File: config.mk
export PLATFORM = sky130hd
export DESIGN_NAME = length_prefixed_message_parser_flat
export DESIGN_NICKNAME = d
export VERILOG_FILES = /design/src/lmp_pkg.sv /design/src/lmp_if.sv /design/src/lmp_core.sv /design/src/lmp_obuf.sv /design/src/length_prefixed_message_parser.sv /design/src/flat_wrapper.sv
export SDC_FILE = /design/constraint.sdc
export NUM_CORES = 1
export LEC_CHECK = 0
export ABC_AREA = 0
export ABC_CLOCK_PERIOD_IN_PS = 5250
export BUFFER_PORTS_ARGS = -buffer_cell sky130_fd_sc_hd__clkbuf_2
export CAP_MARGIN = 20
export CORE_MARGIN = 2
export CORE_UTILIZATION = 43
export CTS_BUF_LIST = sky130_fd_sc_hd__clkbuf_2
export DETAILED_ROUTE_END_ITERATION = 16
export PLACE_DENSITY = 0.61
export SYNTH_ARGS = -nofsm -noshare
export SYNTH_HDL_FRONTEND = slang
export SYNTH_SLANG_ARGS = --single-unit
File: constraint.sdc
create_clock -name clk -period 5.25 [get_ports clk]
set_input_delay 1.05 -clock clk [delete_from_list [all_inputs] [get_ports clk]]
set_output_delay 1.05 -clock clk [all_outputs]
set_load 0.03 [all_outputs]
File: src/lmp_pkg.sv
// Shared types and codes for the length-prefixed message parser.
package lmp_pkg;

  localparam logic [3:0] ROLE_TYPE    = 4'd0;
  localparam logic [3:0] ROLE_COUNT   = 4'd1;
  localparam logic [3:0] ROLE_KEYLEN  = 4'd2;
  localparam logic [3:0] ROLE_KEY     = 4'd3;
  localparam logic [3:0] ROLE_VALLEN  = 4'd4;
  localparam logic [3:0] ROLE_VALUE   = 4'd5;
  localparam logic [3:0] ROLE_BODYLEN = 4'd6;
  localparam logic [3:0] ROLE_BODY    = 4'd7;
  localparam logic [3:0] ROLE_IGNORED = 4'd8;

  localparam logic [1:0] STAT_BUSY  = 2'd0;
  localparam logic [1:0] STAT_DONE  = 2'd1;
  localparam logic [1:0] STAT_TRUNC = 2'd2;

  typedef struct packed {
    logic [3:0]  role;
    logic [7:0]  byte_out;
    logic [15:0] header_number;
    logic        field_done;
    logic [1:0]  status;
  } lmp_res_t;

endpackage

File: src/lmp_if.sv
// Valid/ready channel interfaces for input bytes and tagged result beats.
interface lmp_in_if;
  logic       valid;
  logic       ready;
  logic [7:0] data_byte;
  logic       buffer_end;

  modport source (output valid, output data_byte, output buffer_end, input ready);
  modport sink (input valid, input data_byte, input buffer_end, output ready);
endinterface

interface lmp_out_if;
  logic        valid;
  logic        ready;
  logic [3:0]  role;
  logic [7:0]  byte_out;
  logic [15:0] header_number;
  logic        field_done;
  logic [1:0]  status;

  modport source (output valid, output role, output byte_out, output header_number,
                  output field_done, output status, input ready);
  modport sink (input valid, input role, input byte_out, input header_number,
                input field_done, input status, output ready);
endinterface

File: src/lmp_core.sv
// Parser state registers and the per-byte tagging logic.
module lmp_core (
  input  logic                clk,
  input  logic                rst_n,
  input  logic                accept,
  input  logic [7:0]          data_byte,
  input  logic                buffer_end,
  output lmp_pkg::lmp_res_t   res
);

  localparam logic [3:0] PH_TYPE     = 4'd0;
  localparam logic [3:0] PH_COUNT_LO = 4'd1;
  localparam logic [3:0] PH_COUNT_HI = 4'd2;
  localparam logic [3:0] PH_KLEN_LO  = 4'd3;
  localparam logic [3:0] PH_KLEN_HI  = 4'd4;
  localparam logic [3:0] PH_KEY      = 4'd5;
  localparam logic [3:0] PH_VLEN_LO  = 4'd6;
  localparam logic [3:0] PH_VLEN_HI  = 4'd7;
  localparam logic [3:0] PH_VALUE    = 4'd8;
  localparam logic [3:0] PH_BLEN_LO  = 4'd9;
  localparam logic [3:0] PH_BLEN_HI  = 4'd10;
  localparam logic [3:0] PH_BODY     = 4'd11;
  localparam logic [3:0] PH_DONE     = 4'd12;

  logic [3:0]  phase_r, phase_nxt;
  logic [15:0] bytes_left_r, bytes_left_nxt;
  logic [15:0] headers_left_r, headers_left_nxt;
  logic [15:0] hdr_cnt_r, hdr_cnt_nxt;
  logic [7:0]  low_half_r, low_half_nxt;
  logic [15:0] word;
  logic [15:0] left_dec;
  logic [3:0]  close_phase;

  assign word        = {data_byte, low_half_r};
  assign left_dec    = bytes_left_r - 16'd1;
  // after the last header the body length follows
  assign close_phase = (headers_left_r != 16'd1) ? PH_KLEN_LO : PH_BLEN_LO;

  always_comb begin
    phase_nxt        = phase_r;
    bytes_left_nxt   = bytes_left_r;
    headers_left_nxt = headers_left_r;
    hdr_cnt_nxt      = hdr_cnt_r;
    low_half_nxt     = low_half_r;
    res.role          = lmp_pkg::ROLE_IGNORED;
    res.byte_out      = data_byte;
    res.header_number = 16'd0;
    res.field_done    = 1'b0;
    res.status        = lmp_pkg::STAT_BUSY;

    case (phase_r)
      PH_TYPE: begin
        res.role       = lmp_pkg::ROLE_TYPE;
        res.field_done = 1'b1;
        phase_nxt      = PH_COUNT_LO;
      end
      PH_COUNT_LO: begin
        res.role     = lmp_pkg::ROLE_COUNT;
        low_half_nxt = data_byte;
        phase_nxt    = PH_COUNT_HI;
      end
      PH_COUNT_HI: begin
        res.role         = lmp_pkg::ROLE_COUNT;
        res.field_done   = 1'b1;
        headers_left_nxt = word;
        hdr_cnt_nxt      = 16'd0;
        phase_nxt        = (word != 16'd0) ? PH_KLEN_LO : PH_BLEN_LO;
      end
      PH_KLEN_LO: begin
        res.role          = lmp_pkg::ROLE_KEYLEN;
        res.header_number = hdr_cnt_r;
        low_half_nxt      = data_byte;
        phase_nxt         = PH_KLEN_HI;
      end
      PH_KLEN_HI: begin
        res.role          = lmp_pkg::ROLE_KEYLEN;
        res.header_number = hdr_cnt_r;
        res.field_done    = 1'b1;
        bytes_left_nxt    = word;
        phase_nxt         = (word != 16'd0) ? PH_KEY : PH_VLEN_LO;
      end
      PH_KEY: begin
        res.role          = lmp_pkg::ROLE_KEY;
        res.header_number = hdr_cnt_r;
        bytes_left_nxt    = left_dec;
        if (left_dec == 16'd0) begin
          res.field_done = 1'b1;
          phase_nxt      = PH_VLEN_LO;
        end
      end
      PH_VLEN_LO: begin
        res.role          = lmp_pkg::ROLE_VALLEN;
        res.header_number = hdr_cnt_r;
        low_half_nxt      = data_byte;
        phase_nxt         = PH_VLEN_HI;
      end
      PH_VLEN_HI: begin
        res.role          = lmp_pkg::ROLE_VALLEN;
        res.header_number = hdr_cnt_r;
        res.field_done    = 1'b1;
        bytes_left_nxt    = word;
        if (word != 16'd0) begin
          phase_nxt = PH_VALUE;
        end else begin
          hdr_cnt_nxt      = hdr_cnt_r + 16'd1;
          headers_left_nxt = headers_left_r - 16'd1;
          phase_nxt        = close_phase;
        end
      end
      PH_VALUE: begin
        res.role          = lmp_pkg::ROLE_VALUE;
        res.header_number = hdr_cnt_r;
        bytes_left_nxt    = left_dec;
        if (left_dec == 16'd0) begin
          res.field_done   = 1'b1;
          hdr_cnt_nxt      = hdr_cnt_r + 16'd1;
          headers_left_nxt = headers_left_r - 16'd1;
          phase_nxt        = close_phase;
        end
      end
      PH_BLEN_LO: begin
        res.role     = lmp_pkg::ROLE_BODYLEN;
        low_half_nxt = data_byte;
        phase_nxt    = PH_BLEN_HI;
      end
      PH_BLEN_HI: begin
        res.role       = lmp_pkg::ROLE_BODYLEN;
        res.field_done = 1'b1;
        bytes_left_nxt = word;
        if (word != 16'd0) begin
          phase_nxt = PH_BODY;
        end else begin
          phase_nxt  = PH_DONE;
          res.status = lmp_pkg::STAT_DONE;
        end
      end
      PH_BODY: begin
        res.role       = lmp_pkg::ROLE_BODY;
        bytes_left_nxt = left_dec;
        if (left_dec == 16'd0) begin
          res.field_done = 1'b1;
          phase_nxt      = PH_DONE;
          res.status     = lmp_pkg::STAT_DONE;
        end
      end
      default: begin
        // completed message, and unreachable codes
        res.status = lmp_pkg::STAT_DONE;
      end
    endcase

    // buffer end: flag truncation and start over on the next beat
    if (buffer_end) begin
      if (res.status == lmp_pkg::STAT_BUSY) begin
        res.status = lmp_pkg::STAT_TRUNC;
      end
      phase_nxt        = PH_TYPE;
      bytes_left_nxt   = 16'd0;
      headers_left_nxt = 16'd0;
      hdr_cnt_nxt      = 16'd0;
      low_half_nxt     = 8'd0;
    end
  end

  always_ff @(posedge clk) begin
    if (!rst_n) begin
      phase_r        <= PH_TYPE;
      bytes_left_r   <= 16'd0;
      headers_left_r <= 16'd0;
      hdr_cnt_r      <= 16'd0;
      low_half_r     <= 8'd0;
    end else if (accept) begin
      phase_r        <= phase_nxt;
      bytes_left_r   <= bytes_left_nxt;
      headers_left_r <= headers_left_nxt;
      hdr_cnt_r      <= hdr_cnt_nxt;
      low_half_r     <= low_half_nxt;
    end
  end

endmodule

File: src/lmp_obuf.sv
// Result register that drives the output channel.
module lmp_obuf (
  input  logic              clk,
  input  logic              rst_n,
  input  logic              load,
  input  lmp_pkg::lmp_res_t res,
  output logic              can_load,
  lmp_out_if.source         out_ch
);

  logic              valid_r;
  lmp_pkg::lmp_res_t res_r;

  // take a new beat when empty or when the held one leaves this cycle
  assign can_load = !valid_r || out_ch.ready;

  always_ff @(posedge clk) begin
    if (!rst_n) begin
      valid_r <= 1'b0;
    end else if (can_load) begin
      valid_r <= load;
    end
  end

  always_ff @(posedge clk) begin
    if (load && can_load) begin
      res_r <= res;
    end
  end

  assign out_ch.valid         = valid_r;
  assign out_ch.role          = res_r.role;
  assign out_ch.byte_out      = res_r.byte_out;
  assign out_ch.header_number = res_r.header_number;
  assign out_ch.field_done    = res_r.field_done;
  assign out_ch.status        = res_r.status;

endmodule

File: src/length_prefixed_message_parser.sv
// Top level of the length-prefixed message parser.
//
// in_ch carries one message byte per beat plus buffer_end on the final byte
// of a buffer. out_ch returns exactly one tagged beat per input beat, in order:
// role, the byte itself, header index, field-done flag and status.
// Latency: a result appears on out_ch the cycle after its byte is accepted.
// Throughput: one byte per cycle unless out_ch stalls; the parser state updates
// in the same cycle the byte is taken, so back-to-back bytes need no bubbles.
// in_ch.ready stays high while the result register is empty or being drained
// in the same cycle; when the receiver stalls, the held result stays put and
// in_ch.ready drops until it is taken.
// Reset (rst_n low, synchronous) empties the result register and returns the
// parser to expect a type byte. A byte with buffer_end also returns it there,
// with status 2 if the message had not completed.
module length_prefixed_message_parser (
  input  logic      clk,
  input  logic      rst_n,
  lmp_in_if.sink    in_ch,
  lmp_out_if.source out_ch
);

  logic              accept;
  logic              can_load;
  lmp_pkg::lmp_res_t res;

  assign in_ch.ready = can_load;
  assign accept      = in_ch.valid && can_load;

  lmp_core u_core (
    .clk        (clk),
    .rst_n      (rst_n),
    .accept     (accept),
    .data_byte  (in_ch.data_byte),
    .buffer_end (in_ch.buffer_end),
    .res        (res)
  );

  lmp_obuf u_obuf (
    .clk      (clk),
    .rst_n    (rst_n),
    .load     (accept),
    .res      (res),
    .can_load (can_load),
    .out_ch   (out_ch)
  );

endmodule

File: src/flat_wrapper.sv
// flat-port wrapper written by rule: the top's interface ports become plain ports
module length_prefixed_message_parser_flat 
  (clk, rst_n, in_ch_valid, in_ch_data_byte, in_ch_buffer_end, in_ch_ready, out_ch_valid, out_ch_role, out_ch_byte_out, out_ch_header_number, out_ch_field_done, out_ch_status, out_ch_ready);
  lmp_in_if in_ch_i ();
  lmp_out_if out_ch_i ();
  input  logic clk;
  input  logic rst_n;
  input wire logic [$bits(in_ch_i.valid)-1:0] in_ch_valid;
  input wire logic [$bits(in_ch_i.data_byte)-1:0] in_ch_data_byte;
  input wire logic [$bits(in_ch_i.buffer_end)-1:0] in_ch_buffer_end;
  output wire logic [$bits(in_ch_i.ready)-1:0] in_ch_ready;
  output wire logic [$bits(out_ch_i.valid)-1:0] out_ch_valid;
  output wire logic [$bits(out_ch_i.role)-1:0] out_ch_role;
  output wire logic [$bits(out_ch_i.byte_out)-1:0] out_ch_byte_out;
  output wire logic [$bits(out_ch_i.header_number)-1:0] out_ch_header_number;
  output wire logic [$bits(out_ch_i.field_done)-1:0] out_ch_field_done;
  output wire logic [$bits(out_ch_i.status)-1:0] out_ch_status;
  input wire logic [$bits(out_ch_i.ready)-1:0] out_ch_ready;
  assign in_ch_i.valid = in_ch_valid;
  assign in_ch_i.data_byte = in_ch_data_byte;
  assign in_ch_i.buffer_end = in_ch_buffer_end;
  assign in_ch_ready = in_ch_i.ready;
  assign out_ch_valid = out_ch_i.valid;
  assign out_ch_role = out_ch_i.role;
  assign out_ch_byte_out = out_ch_i.byte_out;
  assign out_ch_header_number = out_ch_i.header_number;
  assign out_ch_field_done = out_ch_i.field_done;
  assign out_ch_status = out_ch_i.status;
  assign out_ch_i.ready = out_ch_ready;
  length_prefixed_message_parser u_core (.clk(clk), .rst_n(rst_n), .in_ch(in_ch_i), .out_ch(out_ch_i));
endmodule
* Yosys cells after proc, flatten, opt, wreduce, memory -nomap -nowiden
Cells that the tools add are included.
** Word-level totals
- Flip-flop bits (word level) :: 92
- Word-level logic and storage cells :: 87
- Input port bits :: 13
** Cells by class
- Equality and inequality tests :: 16
- Mux-type cells :: 30
- Reduce and logical (&&, ||, !) cells :: 27
- $add $sub $neg :: 3
** Operators by type and width (number)
- 2-to-1 mux 16 bit :: 7
- case mux 16 bit (3 select lines) :: 2
- case mux 4 bit (12 select lines) :: 1
- case mux 16 bit (2 select lines) :: 1
- case mux 4 bit (8 select lines) :: 1
- subtractor 16 x 1 -> 16 bit, second input constant :: 2
- 2-to-1 mux 4 bit :: 7
- adder 16 x 1 -> 16 bit, second input constant :: 1
- == test 4 x 3 -> 1 bit, second input constant :: 4
- == test 4 bit, second input constant :: 4
- zero test 16 bit :: 1
- 2-to-1 mux 8 bit :: 2
- != test 16 x 1 -> 1 bit, second input constant :: 1
- nonzero test 16 bit :: 1
- nonzero test 13 bit :: 1
- != test 3 bit, second input constant :: 4
- OR reduction 10 bit :: 1
- OR reduction 2 bit :: 5
- == test 4 x 2 -> 1 bit, second input constant :: 2
- 2-to-1 mux 2 bit :: 3
- 2-to-1 mux 3 bit :: 2
- case mux 2 bit (3 select lines) :: 1
- OR reduction 3 bit :: 2
- OR reduction 6 bit :: 1
- 16 further kinds :: 19

* Depth between registers and ports, before layout
- Word-level depth :: 7
- Mapped depth :: 11
- Gate-level depth less buffers :: 9

* By module
Synthesis repeated with hierarchy kept, for this count alone.
** Second synthesis, totals
- Cells, all modules :: 654
- Area, all modules :: 5469.0 µm²
** By module, submodules not included
- lmp_core :: seq. area each 1201.2 µm², cells an instance 617, area an instance 4474.3 µm², instances 1
- lmp_obuf :: seq. area each 950.9 µm², cells an instance 36, area an instance 988.4 µm², instances 1
- length_prefixed_message_parser :: seq. area each 0.0 µm², cells an instance 1, area an instance 6.3 µm², instances 1

* Worst setup path after synthesis
Ideal clock, no wire load.
- Kind :: input to register
- From :: in out_ch_ready
- To :: reg u_core.u_core.hdr_cnt_r[13]
- Data arrival time :: 3587 ps
- Slack :: 1532 ps
- Stages on the path :: 7
- Data required time :: 5119 ps
- Library setup time :: 131 ps
- Cell sequence :: nand2b_1 and2_1 clkbuf_1 o21ai_0 clkbuf_1 o311ai_1 o41ai_1
** Between the ends
- Longest elaborated chain between the ends :: 3
** Ends and longest elaborated chain
- start, declared :: RTL line flat_wrapper.sv:18 : input wire logic [$bits(out_ch_i.ready)-1:0] out_ch_ready;
- logical OR 1 bit :: RTL line lmp_obuf.sv:15 : assign can_load = !valid_r || out_ch.ready;
- logical AND 1 bit :: RTL line length_prefixed_message_parser.sv:27 : assign accept = in_ch.valid && can_load;
- named net u_core.accept :: RTL line length_prefixed_message_parser.sv:22 : logic accept;
- AND reduction 4 bit (no line)
- end signal, assigned :: RTL line lmp_core.sv:176 : hdr_cnt_r <= hdr_cnt_nxt;
- end, declared :: RTL line lmp_core.sv:28 : logic [15:0] hdr_cnt_r, hdr_cnt_nxt;
The timed path passes the listed nets, and every way through them passes these cells.
A chain may end at the register's enable or synchronous reset.

* Final worst setup path
- From :: reg u_core.u_core.bytes_left_r[0]
- To :: reg u_core.u_core.hdr_cnt_r[13]
** Between the ends
- Longest elaborated chain between the ends :: 4
** Ends and longest elaborated chain
- start, declared :: RTL line lmp_core.sv:26 : logic [15:0] bytes_left_r, bytes_left_nxt;
- start signal, assigned :: RTL line lmp_core.sv:174 : bytes_left_r <= bytes_left_nxt;
- subtractor 16 x 1 -> 16 bit :: RTL line lmp_core.sv:35 : assign left_dec = bytes_left_r - 16'd1;
- zero test 16 bit :: RTL line lmp_core.sv:114 : if (left_dec == 16'd0) begin
- != test 3 bit (no line)
- AND reduction 4 bit (no line)
Every way passes these cells.

==> impl_results.md <==
* Clock Sinks at 92
* Final core occ at 47.5%
* Period minus WS final at 3.72 ns
* Setup CP Type: flip-flop to flip-flop
* Yosys reg bits at 92
* Net Sw Power at 0.000393 W
* Critical Path Start: u_core.u_core.bytes_left_r[0]
* Post-route setup slack at 1.53 ns
* Synthesized area per cell at 8.58 um^2
* NumNets Final at ~670
* Max Cap Viol at 0
* Detailed-placement wirelength estimate at around 9600 um
* CTS max path bufs at 2
* Max_slew headroom at 40.7%
* Most common flop cell mapped by yosys: dfxtp_1
* Wire length per cell at around 17 um
* Via count at just under 5,000
* Clock share of power at between 20% and 30%
* I/O pin count at 46
* CTS tree: yes
* Fin crit share at 70.9%
* Setup bufs post-CTS at 0
* Total Power at 0.00127 W
* H-tree depth at 3
* Sw Ratio at between 30% and 40%
* Share of layout cells above drive strength 1 at between 10 and 15%
* Initial drt markers at between 300 and 400
* CP endpoint kind: flip-flop
* Post-Syn Instances at 630
* Most common cell in the netlist: nor2_1
* Worst R2R Path Depth at 9
* Die W at roughly 120 um
* Final setup vio count at 0
* CP Data Required Time at 5.76 ns
* Synth top area share at about 23%
* Number of global-route vias before repair at around 4,400
* Largest net degree at the start of global routing at 44
* Antenna Nets Post-Route at 0
* Synthesized area at 5400 um^2
* Placement Rows at 40
* R2R setup slack at 1.53 ns
* Via density at 6.00
* Max Slew Vio Count at 0
* Post-Route WL at ~14,000 um
* Setup TNS at 0 ns
* DRC violations left at 0
* 1st-pass router iterations at 5
* Int Pwr at 0.000879 W
* CTS Hold Bufs at 0
* Post-synth EDFFs at 31
* Yosys cell types at between 60 and 70
* Reg-to-Reg Start: u_core.u_core.bytes_left_r[0]
* Synth cell count leaders: nor2_1, dfxtp_1, a21oi_1
* N_diodes at 0
* P per Cell Area at 220 nW/um^2
* DP Worst Slack at 1.63 ns
* Status: complete, no violations
* Syn_nets at 652
* Hold Fails Final Rpt at 0
* Data arrival, critical path at 4.23 ns
* Hold Crit Class: flip-flop to flip-flop
* First-pass GRT wire length at roughly 23,000 um
* Async SR Flop Fraction at 0%
* Die Height at 116 um
* Crit path max fanout at 17
* Clock Skews at 0.0568 ns
* Synth warnings at 0
* Yosys top cell by area: dfxtp_1
* Critical path launch point type: flip-flop
* Die Area at approximately 13,000 um^2
* Leakage at 2.08 nW
* Register area share after synthesis at 39.8%
* GPL Wtd Cong at 0.851
* Clk root buf: clkbuf_2
* Largest cells by area after synthesis: dfxtp_1, edfxtp_1, nor2_1
* Comb power frac at 13.5%
* CP Capture Point: u_core.u_core.hdr_cnt_r[13]
* Core box area at 12,200 um^2
* Fmax achieved at 269 MHz
* Initial antenna violation count at 0
* Initial core utilization at 44.4%
* Seq pwr share at 60.9%
* Clk slew on worst S/H paths at 0.25 ns
* RR Endpoint: u_core.u_core.hdr_cnt_r[13]
* Gates resized, CTS repair at 0
* Worst vdd ir at 96.5 uV
* Total grt overflow at 0
* Num CTS Buffers at 9
* Number of I/O port buffers at 45
* Worst hold slack at 0.510 ns
* Total Routing Usage GR at 21.9%
* Area growth, synth to finish at 6.85%
* Unrepaired setup endpoints after global routing: false
* Slew @ Worst Pin at 0.886 ns
* Worst skew pair latency at 0.63 ns
[flip-flops by register name, summed over array words and instances (netlist names)]
name,cells
u_core.u_obuf.out_ch.valid,1
u_core.u_core.low_half_r,8
u_core.u_obuf.out_ch.role,4
u_core.u_obuf.out_ch.header_number,16
u_core.u_core.hdr_cnt_r,16
u_core.u_core.phase_r,4
u_core.u_obuf.out_ch.byte_out,8
u_core.u_core.headers_left_r,16
u_core.u_core.bytes_left_r,16
u_core.u_obuf.out_ch.field_done,1
u_core.u_obuf.out_ch.status,2
[how the worst min path moves through the flow]
stage,from,end,cells after the start
finish,u_core.u_core.hdr_cnt_r[14],u_core.u_core.hdr_cnt_r[14],2
global placement,u_core.u_core.headers_left_r[5],u_core.u_core.headers_left_r[5],2
global route,u_core.u_core.headers_left_r[9],u_core.u_core.headers_left_r[9],2
CTS,u_core.u_core.headers_left_r[9],u_core.u_core.headers_left_r[9],2
detailed placement,u_core.u_core.headers_left_r[9],u_core.u_core.headers_left_r[9],2
floorplan,u_core.u_core.hdr_cnt_r[15],u_core.u_core.hdr_cnt_r[15],2
[final cells by class]
| cell class | instances | area, um^2 |
|---|---|---|
| Timing Repair Buffer | 53 | 285 |
| Fill cell | 1199 | 6390 |
| Clock inverter | 6 | 40.0 |
| Multi-Input combinational cell | 474 | 2980 |
| Clock buffer | 10 | 50.0 |
| Sequential cell | 92 | 2150 |
| Tap cell | 168 | 210 |
| Inverter | 15 | 56.3 |
[metal layers]
layer	vias up	global-route usage, %	part of all wire (%)	routed length, um
li1	2352	-	-	-
met1	2387	32.9	51	7220
met4	0	8.65	1.6	232
met2	149	31.6	43	6010
met5	-	0	0	0
met3	19	3.22	4.6	647
[cells by family (layout without fill, tap and decap cells)]
group / Yosys count / in the layout / synth area share (%)
AO/OA/AOI/OAI: 184 / 184 / 23.0
XOR/XNOR: 17 / 17 / 2.76
adder cells (fa/ha/maj): 9 / 9 / 2.08
buffers and inverters: 64 / 84 / 5.16
flip-flops: 92 / 92 / 39.8
multiplexers: 7 / 7 / 1.34
AND/OR/NAND/NOR: 257 / 257 / 25.8
[power by group through the flow]
stage,clock network (W),logic [W],registers [W]
2_1_floorplan,0,0.000102,0.000808
3_3_place_gp,0,0.000169,0.000789
3_5_place_dp,0,0.000171,0.000789
4_1_cts,0.000334,0.000171,0.000775
5_1_grt,0.000361,0.000188,0.000778
6_report,0.000325,0.000172,0.000775
[placed cells by master, fill, tap and decap left out, types with 8 or more instances in the layout]
| cell | netlist | final |
|---|---|---|
| o21ai_0 | 40 | 38 |
| a211oi_1 | 10 | 10 |
| ha_1 | 9 | 9 |
| a22oi_1 | 8 | 8 |
| o31ai_1 | 8 | 8 |
| xnor2_1 | 12 | 12 |
| and2_1 | 25 | 25 |
| nand3_1 | 25 | 25 |
| o311ai_1 | 13 | 13 |
| dfxtp_1 | 61 | 61 |
| nand3b_1 | 11 | 11 |
| o21ai_1 | 9 | 10 |
| nor4_1 | 11 | 11 |
| nor2_1 | 76 | 76 |
| nand2_1 | 38 | 38 |
| edfxtp_1 | 31 | 31 |
| a21oi_1 | 49 | 48 |
| nor3_1 | 13 | 13 |
| nor3b_1 | 14 | 14 |
| clkbuf_2 | 0 | 55 |
| inv_1 | 14 | 14 |
| buf_4 | 3 | 8 |
[stage by stage]
step / area, um^2 / std cells
after floorplan: 5400 / 630
after global placement: 5670 / 800
final: 5770 / 818
after detailed placement: 5670 / 800
after global routing: 5770 / 818
after CTS: 5760 / 816
[critical path: stages, from the launching register on]
cell	delay, ns
dfxtp_1	0.43
inv_1	0.12
ha_1	0.38
or3b_1	0.49
nor4_2	0.21
xor2_1	0.12
or3_1	0.42
o31ai_4	0.75
nand3_4	0.35
o41ai_1	0.33
Power figures use the tool's default switching activity.
